### src/design/fdcd_pkg.sv
// Package with the types, codes and reset values of the checksum deframer.
`timescale 1ns / 1ps
`default_nettype none
package fdcd_pkg;

  typedef logic [7:0]  byte_t;
  typedef logic [1:0]  kind_t;
  typedef logic [15:0] count_t;
  typedef logic        cfg_index_t;

  localparam kind_t KIND_PAYLOAD  = 2'd0;
  localparam kind_t KIND_GOOD     = 2'd1;
  localparam kind_t KIND_BAD_SUM  = 2'd2;
  localparam kind_t KIND_TOO_LONG = 2'd3;

  localparam cfg_index_t CFG_FLAG_VALUE = 1'b0;
  localparam cfg_index_t CFG_MAX_LENGTH = 1'b1;

  localparam byte_t  FLAG_RESET    = 8'hC0;
  localparam count_t MAX_LEN_RESET = 16'd1024;

endpackage
`default_nettype wire

### src/design/flag_delimited_checksum_deframer.sv
// A result item is registered and appears on the output in the cycle after the byte that causes it.
// Throughput: one byte per cycle; a result register separates the output side.
// A byte is refused only while a result item waits and out_ready is low.
// Synchronous reset sets flag 0xC0, max length 1024, hunting, and an empty output.
// Frame state is a handful of flip-flops updated by one compare, add and count per byte.
`timescale 1ns / 1ps
`default_nettype none
module flag_delimited_checksum_deframer (
  input  wire                  clk,
  input  wire                  rst,
  input  wire                  cfg_write_en,
  input  fdcd_pkg::cfg_index_t cfg_index,
  input  wire [15:0]           cfg_data,
  input  wire                  in_valid,
  output logic                 in_ready,
  input  fdcd_pkg::byte_t      data_byte,
  output logic                 out_valid,
  input  wire                  out_ready,
  output fdcd_pkg::byte_t      out_byte,
  output fdcd_pkg::kind_t      kind,
  output logic                 frame_end
);
  import fdcd_pkg::*;

  byte_t  flag_value;
  count_t max_length;

  logic   in_frame, in_frame_next;
  logic   flag_seen, flag_seen_next;
  byte_t  held_byte, held_byte_next;
  logic   held_valid, held_valid_next;
  byte_t  running_sum, running_sum_next;
  count_t byte_count, byte_count_next;

  logic   res_valid;
  byte_t  res_byte;
  kind_t  res_kind;
  logic   accept;
  logic   is_flag;
  count_t limit;

  assign in_ready = !out_valid || out_ready;
  assign accept   = in_valid && in_ready;
  assign is_flag  = (data_byte == flag_value);
  assign limit    = (max_length == '0) ? count_t'(1) : max_length;

  always_comb begin
    in_frame_next    = in_frame;
    flag_seen_next   = flag_seen;
    held_byte_next   = held_byte;
    held_valid_next  = held_valid;
    running_sum_next = running_sum;
    byte_count_next  = byte_count;
    res_valid        = 1'b0;
    res_byte         = '0;
    res_kind         = KIND_PAYLOAD;
    if (!in_frame) begin
      if (is_flag) begin
        flag_seen_next = 1'b1;
      end else if (flag_seen) begin
        in_frame_next    = 1'b1;
        flag_seen_next   = 1'b0;
        held_byte_next   = data_byte;
        held_valid_next  = 1'b1;
        running_sum_next = '0;
        byte_count_next  = count_t'(1);
      end
    end else if (is_flag) begin
      in_frame_next    = 1'b0;
      flag_seen_next   = 1'b1;
      held_byte_next   = '0;
      held_valid_next  = 1'b0;
      running_sum_next = '0;
      byte_count_next  = '0;
      if (held_valid) begin
        res_valid = 1'b1;
        res_kind  = (running_sum == held_byte) ? KIND_GOOD : KIND_BAD_SUM;
      end
    end else if (!held_valid) begin
      held_byte_next  = data_byte;
      held_valid_next = 1'b1;
      byte_count_next = count_t'(1);
    end else if (byte_count >= limit) begin
      in_frame_next    = 1'b0;
      flag_seen_next   = 1'b0;
      held_byte_next   = '0;
      held_valid_next  = 1'b0;
      running_sum_next = '0;
      byte_count_next  = '0;
      res_valid        = 1'b1;
      res_kind         = KIND_TOO_LONG;
    end else begin
      running_sum_next = running_sum + held_byte;
      held_byte_next   = data_byte;
      byte_count_next  = byte_count + count_t'(1);
      res_valid        = 1'b1;
      res_byte         = held_byte;
    end
  end

  always_ff @(posedge clk) begin
    if (rst) begin
      flag_value <= FLAG_RESET;
      max_length <= MAX_LEN_RESET;
    end else if (cfg_write_en) begin
      unique case (cfg_index)
        CFG_FLAG_VALUE: flag_value <= cfg_data[7:0];
        CFG_MAX_LENGTH: max_length <= cfg_data;
        default: ;
      endcase
    end
  end

  always_ff @(posedge clk) begin
    if (rst) begin
      in_frame    <= 1'b0;
      flag_seen   <= 1'b0;
      held_byte   <= '0;
      held_valid  <= 1'b0;
      running_sum <= '0;
      byte_count  <= '0;
    end else if (accept) begin
      in_frame    <= in_frame_next;
      flag_seen   <= flag_seen_next;
      held_byte   <= held_byte_next;
      held_valid  <= held_valid_next;
      running_sum <= running_sum_next;
      byte_count  <= byte_count_next;
    end
  end

  always_ff @(posedge clk) begin
    if (rst) begin
      out_valid <= 1'b0;
    end else if (accept) begin
      out_valid <= res_valid;
    end else if (out_ready) begin
      out_valid <= 1'b0;
    end
  end

  always_ff @(posedge clk) begin
    if (accept) begin
      out_byte  <= res_byte;
      kind      <= res_kind;
      frame_end <= (res_kind != KIND_PAYLOAD);
    end
  end

endmodule
`default_nettype wire

### config.mk
export PLATFORM = sky130hd
export DESIGN_NAME = flag_delimited_checksum_deframer
export DESIGN_NICKNAME = d
export VERILOG_FILES = /design/src/design/fdcd_pkg.sv /design/src/design/flag_delimited_checksum_deframer.sv
export SDC_FILE = /design/constraint.sdc
export NUM_CORES = 1
export LEC_CHECK = 0
export BUFFER_PORTS_ARGS = -buffer_cell sky130_fd_sc_hd__buf_2
export CORE_ASPECT_RATIO = 1.2
export CORE_MARGIN = 1
export CORE_UTILIZATION = 40
export CTS_CLUSTER_DIAMETER = 150
export CTS_CLUSTER_SIZE = 24
export DETAILED_ROUTE_END_ITERATION = 16
export PLACE_DENSITY = 0.68
export SLEW_MARGIN = 20
export SYNTH_ARGS = -nofsm -noshare
export SYNTH_HDL_FRONTEND = slang
export SYNTH_SLANG_ARGS = --single-unit
### constraint.sdc
create_clock -name clk -period 2.7 [get_ports clk]
set_input_delay 0.54 -clock clk [delete_from_list [all_inputs] [get_ports clk]]
set_output_delay 0.54 -clock clk [all_outputs]
set_load 0.005 [all_outputs]
==> impl_results.md, run 1 <==
- Status: completed
- Die Span Y: 108 um
- CP max stage delay: 0.33 ns
- Required @ worst endpoint: 2.80 ns
- Via density: 5.33
- Place WS: 0.0762 ns
- Worst Setup End Kind: register
- Clk pin slew, worst setup/hold paths: 0.08 ns
- Initial core utilization: 41.2%
- Leading area contributor after synthesis: dfxtp_1
- Slowest CP cell: dfxtp_1
- Worst setup path end: kind[0]
- Layout fillers: 884
- Area contributors post-synth: dfxtp_1, edfxtp_1, ha_1
- CP arrival: 2.67 ns
- Area of the core: 9030 um^2
- Path depth of the worst reg2reg path: 10
- Die width: 90.0 um
- Worst Skew: 0.00988 ns
- Global-route wire length before repair: 13700 um
- Pwr/cell area: 478 nW/um^2
- Max Fclk: 389 MHz
- Placer Congestion: 0.806
- Syn Area/Cell: 8.96 um^2
- GRT Total Usage: 17.7%
- Clock power share: 37.7%
- Critical Path Start Type: register
- Vias in the first global route: 2883
- Total grt overflow: 0
- Cell family with the largest share of critical-path delay: compound AO/OA/AOI/OAI gates
- Critical Path Start: max_length[13]
- DRC marker count from the first detailed-route iteration: 161
- Switching Share: 25.4%
- Leakage: 1.72 nW
- Reg2reg start: max_length[13]
- Die area: 9690 um^2
- Final core occ: 47.0%
- Sequential share of the synthesized area: 41.2%
- Routed Antenna Nets: 0
- Hold-fix buffers, CTS: 0
- Post-synth EDFFs: 11
- # diodes: 0
- Placed Instances: 564
- Post-Syn Instances: 415
- H-Tree Depth: 3
- Slew @ Worst Pin: 0.813 ns
- CTS Buffer Depth: 2
- Unique masters post-synth: 55
- Clock sinks: 71
- Worst-Skew Late Latency: 0.35 ns
- Reg-to-reg critical path endpoint: kind[0]
- Num CTS Buffers: 9
- YS warnings: 0
- Root Driver: clkbuf_8
- Ports: 43
- Worst VDD drop: 305 uV
- Ys flop type: dfxtp_1
- Hpwl dp: 6300 um
- Crit Path Category: reg2reg
- CP bufs+invs: 1
- Hold Crit Class: in2reg
- Initial antenna violation count: 0
- Synthesized flop and latch total: 71
- Maxcap violations: 0
- Slew margin rel.: 45.6%
- Share of layout cells above drive strength 1: 17.8%
- R2R Setup Slk: 0.13 ns
- CP Max Fanout: 26
- IO buf count: 42
- Nets: 510
- CTS tree: done
- Tcrit/Tclk final: 95.1%
- FP Rows: 38
- NetSw: 0.000515 W
- Drt wl/cell: 14.3 um
- Seq pwr share: 54.6%
- Top-area cell type share of the netlist area: 32.3%
- DRC: 0
- Unrepaired setup endpoints after global routing: true
- Setup Viol. Count Final: 0
- Endpoints failing hold: 0
- Drt first pass iters: 4
- Slew Limit Fails: 0
- Pint: 0.00152 W
- Final WS setup: 0.131 ns
- Synth Net Count: 470
- Crit path depth: 10
- Routed wire length: 8300 um
- Asr flop ratio synth: 0%
- Non-filler cells, final: 580
- Via count: 3093
- Netlist Area Pre-Place: 3720 um^2
- Logic pwr share: 7.7%
- Post-layout min period: 2.57 ns
- Syn-to-layout area delta: 14.2%
- CP Cell Sequence: nor4_1, a41o_1, ha_1, nand2b_1, a211oi_1, o21ai_1, a221oi_4, buf_12, a21o_1, a21oi_1
- Largest net degree at the start of global routing: 27
-- cell usage in the layout, fill, tap and decap left out, types with 3 or more instances in the layout --
cell type / n
clkbuf_8: 10
ha_1: 24
a21o_1: 4
o31ai_1: 5
a211oi_1: 5
nor3_1: 7
o211ai_1: 10
nor4_1: 4
or4_1: 5
a31oi_1: 3
and3_1: 10
a21oi_1: 35
buf_2: 42
nand2b_1: 3
dfxtp_1: 60
nand3_1: 16
nor2_1: 15
xnor2_1: 6
a22o_1: 16
edfxtp_1: 11
o21a_1: 3
inv_1: 23
xor2_1: 10
buf_4: 5
nor4_2: 3
nand2_1: 74
nand4_1: 9
-- cells in the mapped netlist, types with 2 or more instances --
master / count
a21o_1: 4
buf_4: 2
a31oi_1: 3
xnor2_1: 6
inv_1: 23
o41ai_1: 2
ha_1: 24
nor3_4: 2
a21oi_1: 35
buf_2: 5
clkbuf_1: 11
nand3_1: 17
nor2_1: 15
nand2_1: 74
nand4_1: 9
a211oi_1: 6
dfxtp_1: 60
nor3_1: 7
o211ai_1: 10
and3_1: 10
nor4_2: 2
xor2_1: 10
nand2b_1: 3
a22o_1: 16
edfxtp_1: 11
and4_1: 2
o21ai_0: 2
and2_1: 3
o21a_1: 3
or4_1: 5
nor4_1: 5
o31ai_1: 5
-- sequential cells by signal, summed over array words and instances, names as in the netlist --
name and flops:
out_valid 1, in_frame 1, byte_count 16, frame_end 1, flag_seen 1, out_byte 8, held_valid 1, flag_value 8
max_length 16, running_sum 8, kind 2, held_byte 8
-- stage by stage --
| step | hold slack [ns] | total power [W] | TNS [ns] | instance area (um^2) |
|---|---|---|---|---|
| after global placement | 0.462 | 0.00128 | 0 | 4040 |
| after detailed placement | 0.465 | 0.00129 | 0 | 4040 |
| after global routing | 0.429 | 0.00210 | -0.00739 | 4250 |
| after floorplan | 0.436 | 0.00123 | 0 | 3720 |
| after CTS | 0.417 | 0.00204 | 0 | 4220 |
| final | 0.427 | 0.00203 | 0 | 4250 |
-- tightest hold or removal path: stages --
cell and delay, ns:
buf_2 0.09, nand2_1 0.05, a21oi_1 0.05
-- logic make-up (layout without fill, tap and decap cells) --
kind of cell,count (synthesis),after routing,share of synthesized area (%)
flops,71,71,41.2
simple gates,164,164,22.9
buf+inv,42,87,4.81
compound gates,97,97,18.7
xor+xnor,16,16,3.77
fa+ha+maj,25,25,8.61
-- power by group through the flow --
| stage | registers [W] | clock network, W | logic, W |
|---|---|---|---|
| after floorplan | 0.00113 | 0 | 0.0000957 |
| after global placement | 0.00113 | 0 | 0.000151 |
| after detailed placement | 0.00113 | 0 | 0.000155 |
| after CTS | 0.00111 | 0.000776 | 0.000156 |
| after global routing | 0.00111 | 0.000816 | 0.000175 |
| final | 0.00111 | 0.000765 | 0.000156 |
-- worst min path at each step --
stage               slack (ns)  cells past startpoint             end     startpoint
floorplan                 0.44                      2   max_length[0]  max_length[0]
CTS                       0.42                      3   flag_value[6]    cfg_data[6]
global route              0.43                      3  max_length[11]   cfg_data[11]
detailed placement        0.47                      2   flag_value[3]  flag_value[3]
finish                    0.43                      3   max_length[9]    cfg_data[9]
global placement          0.46                      2   max_length[4]  max_length[4]
-- area by class of cell --
class	count	area (um^2)	area share, %
multi-input combinational	302	2030	47.9
clock buffer	11	141	3.33
timing repair buffer	48	268	6.31
sequential	71	1530	36.1
tap	120	150	3.54
clock inverter	5	33.8	0.796
inverter	23	86.3	2.03
-- per-layer routing --
layer	track usage (%)	up-vias	part of all wire [%]
li1	-	1582	-
met1	22.2	1434	47
met2	30.6	71	48
met3	3.53	6	4.1
met4	5.53	0	0.93
met5	0	-	0
-- timing repair --
| action | CTS | global route |
|---|---|---|
| setup buffers | 0 | 0 |
| endpoints found under the setup margin | 0 | 30 |
| resized for setup | 0 | 5 |
(Power assumes the default switching activity.)
==> run 2, diff against run 1 <==
- CORE_UTILIZATION: 40 -> 58
- PLACE_DENSITY: 0.68 -> 0.89
==> impl_results.md, run 2 (synthesized netlist as in run 1, its figures left out) <==
- Status: completed (unchanged)
- Setup TNS: 0 ns (unchanged)
- Via count: 3313 (was 3093)
- Tcrit/Tclk final: 94.6% (was 95.1%)
- Unrepaired setup endpoints after global routing: false (was true)
- Slew @ Worst Pin: 0.864 ns (was 0.813 ns)
- Total grt overflow: 0 (unchanged)
- Register area: 1530 um^2 (unchanged)
- Initial antenna violation count: 0 (unchanged)
- Required @ worst endpoint: 2.99 ns (was 2.80 ns)
- Ports: 43 (unchanged)
- CTS tree: done (unchanged)
- DRC: 0 (unchanged)
- Most frequent cells in the layout: nand2_1, dfxtp_1, buf_2 (unchanged)
- FP Rows: 31 (was 38)
- Initial core utilization: 60.7% (was 41.2%)
- Non-filler cells, final: 543 (was 580)
- Drt wl/cell: 16.5 um (was 14.3 um)
- Die width: 75.1 um (was 90.0 um)
- Share of layout cells above drive strength 1: 18.9% (was 17.8%)
- Num CTS Buffers: 9 (unchanged)
- Commonest non-fill, non-tap cell in the layout: nand2_1 (unchanged)
- Clock sinks: 71 (unchanged)
- Pwr/cell area: 476 nW/um^2 (was 478 nW/um^2)
- Routed Antenna Nets: 0 (unchanged)
- Die area: 6740 um^2 (was 9690 um^2)
- Die Span Y: 89.7 um (was 108 um)
- Post-layout min period: 2.55 ns (was 2.57 ns)
- Layout fillers: 483 (was 884)
- Via density: 6.10 (was 5.33)
- Crit Path Category: reg2reg (unchanged)
- Regs by FF count: byte_count: 16 flops, max_length: 16 flops (unchanged)
- H-Tree Depth: 3 (unchanged)
- Hold Crit Class: in2reg (unchanged)
- CP Max Fanout: 10 (was 26)
- CP arrival: 2.84 ns (was 2.67 ns)
- Setup Viol. Count Final: 0 (unchanged)
- IO buf count: 42 (unchanged)
- Placer Congestion: 0.849 (was 0.806)
- Worst Setup End Kind: register (unchanged)
- Global-route wire length before repair: 15500 um (was 13700 um)
- Placed Instances: 527 (was 564)
- CTS Buffer Depth: 2 (unchanged)
- Slew Limit Fails: 0 (unchanged)
- Vias in the first global route: 3282 (was 2883)
- Endpoints failing hold: 0 (unchanged)
- Routed wire length: 8970 um (was 8300 um)
- Syn-to-layout area delta: 13.0% (was 14.2%)
- DRC marker count from the first detailed-route iteration: 335 (was 161)
- Largest net degree at the start of global routing: 26 (was 27)
- Root Driver: clkbuf_8 (unchanged)
- Worst VDD drop: 496 uV (was 305 uV)
- # diodes: 0 (unchanged)
- Hold slack: 0.417 ns (was 0.427 ns)
- Clk pin slew, worst setup/hold paths: 0.08 ns (about the same)
- Hpwl dp: 6570 um (was 6300 um)
- Leakage: 1.71 nW (was 1.72 nW)
- Power Total: 0.00200 W (was 0.00203 W)
- Max Fclk: 392 MHz (was 389 MHz)
- Multi-input logic area: 2040 um^2 (was 2030 um^2)
- Worst Skew: 0.0126 ns (was 0.00988 ns)
- GRT Total Usage: 29.8% (was 17.7%)
- Critical Path Start Type: register (unchanged)
- Nets: 512 (was 510)
- Slew margin rel.: 42.2% (was 45.6%)
- Drt first pass iters: 5 (was 4)
- Worst-Skew Late Latency: 0.36 ns (was 0.35 ns)
- Maxcap violations: 0 (unchanged)
- Area of the core: 6130 um^2 (was 9030 um^2)
## run 2: cell count changes in the layout (fill, tap and decap cells not counted), sizes merged
cell    change
clkinv      +2
inv         -1
clkbuf      -2
buf         +2
## run 2: critical path, stage by stage, from the launching register on
cell	delay, ns
dfxtp_1	0.33
nor4_2	0.29
a41o_1	0.21
ha_1	0.22
nand2b_1	0.15
a211oi_2	0.24
o21ai_2	0.10
a221oi_4	0.27
buf_6	0.17
o221a_2	0.32
a22o_1	0.18
## run 2: worst paths after layout
check	endpoint	slack [ns]	cells after the start	start
worst max-delay path	byte_count[0]	0.15	10	max_length[3]
worst min-delay path	held_byte[2]	0.42	2	data_byte[2]
worst min register to register	flag_value[5]	0.47	2	flag_value[5]
worst max register to register	byte_count[0]	0.15	10	max_length[3]
## run 2: layout make-up
class,instances,share of cell area (%)
Timing Repair Buffer,50,6.61
Tap cell,82,2.44
Multi-Input combinational cell,302,48.6
Inverter,23,2.05
Clock buffer,9,2.95
Clock inverter,6,0.923
Sequential cell,71,36.4
## run 2: power breakdown
| group | internal (W) | total, W | switching, W |
|---|---|---|---|
| registers | 0.00109 | 0.00111 | 0.0000167 |
| clock network | 0.000324 | 0.000727 | 0.000403 |
| logic | 0.0000653 | 0.000162 | 0.0000971 |
## run 2: stage by stage
stage	cell area, um^2	setup WS [ns]	utilization, %
floorplan	3720	0.396	-
global placement	3990	0.237	65.1
detailed placement	3990	0.0755	65.1
CTS	4150	0.0594	67.8
global route	4200	0.0170	68.6
finish	4200	0.147	68.6
## run 2: what timing repair did
item | 4_1_cts | 5_1_grt
setup buffers | 0 | 1
hold endpoints to repair | 0 | 0
hold buffers | 0 | 0
gates resized for setup | 0 | 9
endpoints found under the setup margin | 0 | 26
## run 2: routing by layer
metal	share of wire [%]	vias to the layer above	global-route usage [%]	routed length (um)
met3	6.3	38	6.17	568
met2	50	149	48.3	4460
met5	0	-	0	0
li1	-	1576	-	-
met1	41	1550	35.9	3640
met4	3.5	0	16.5	310
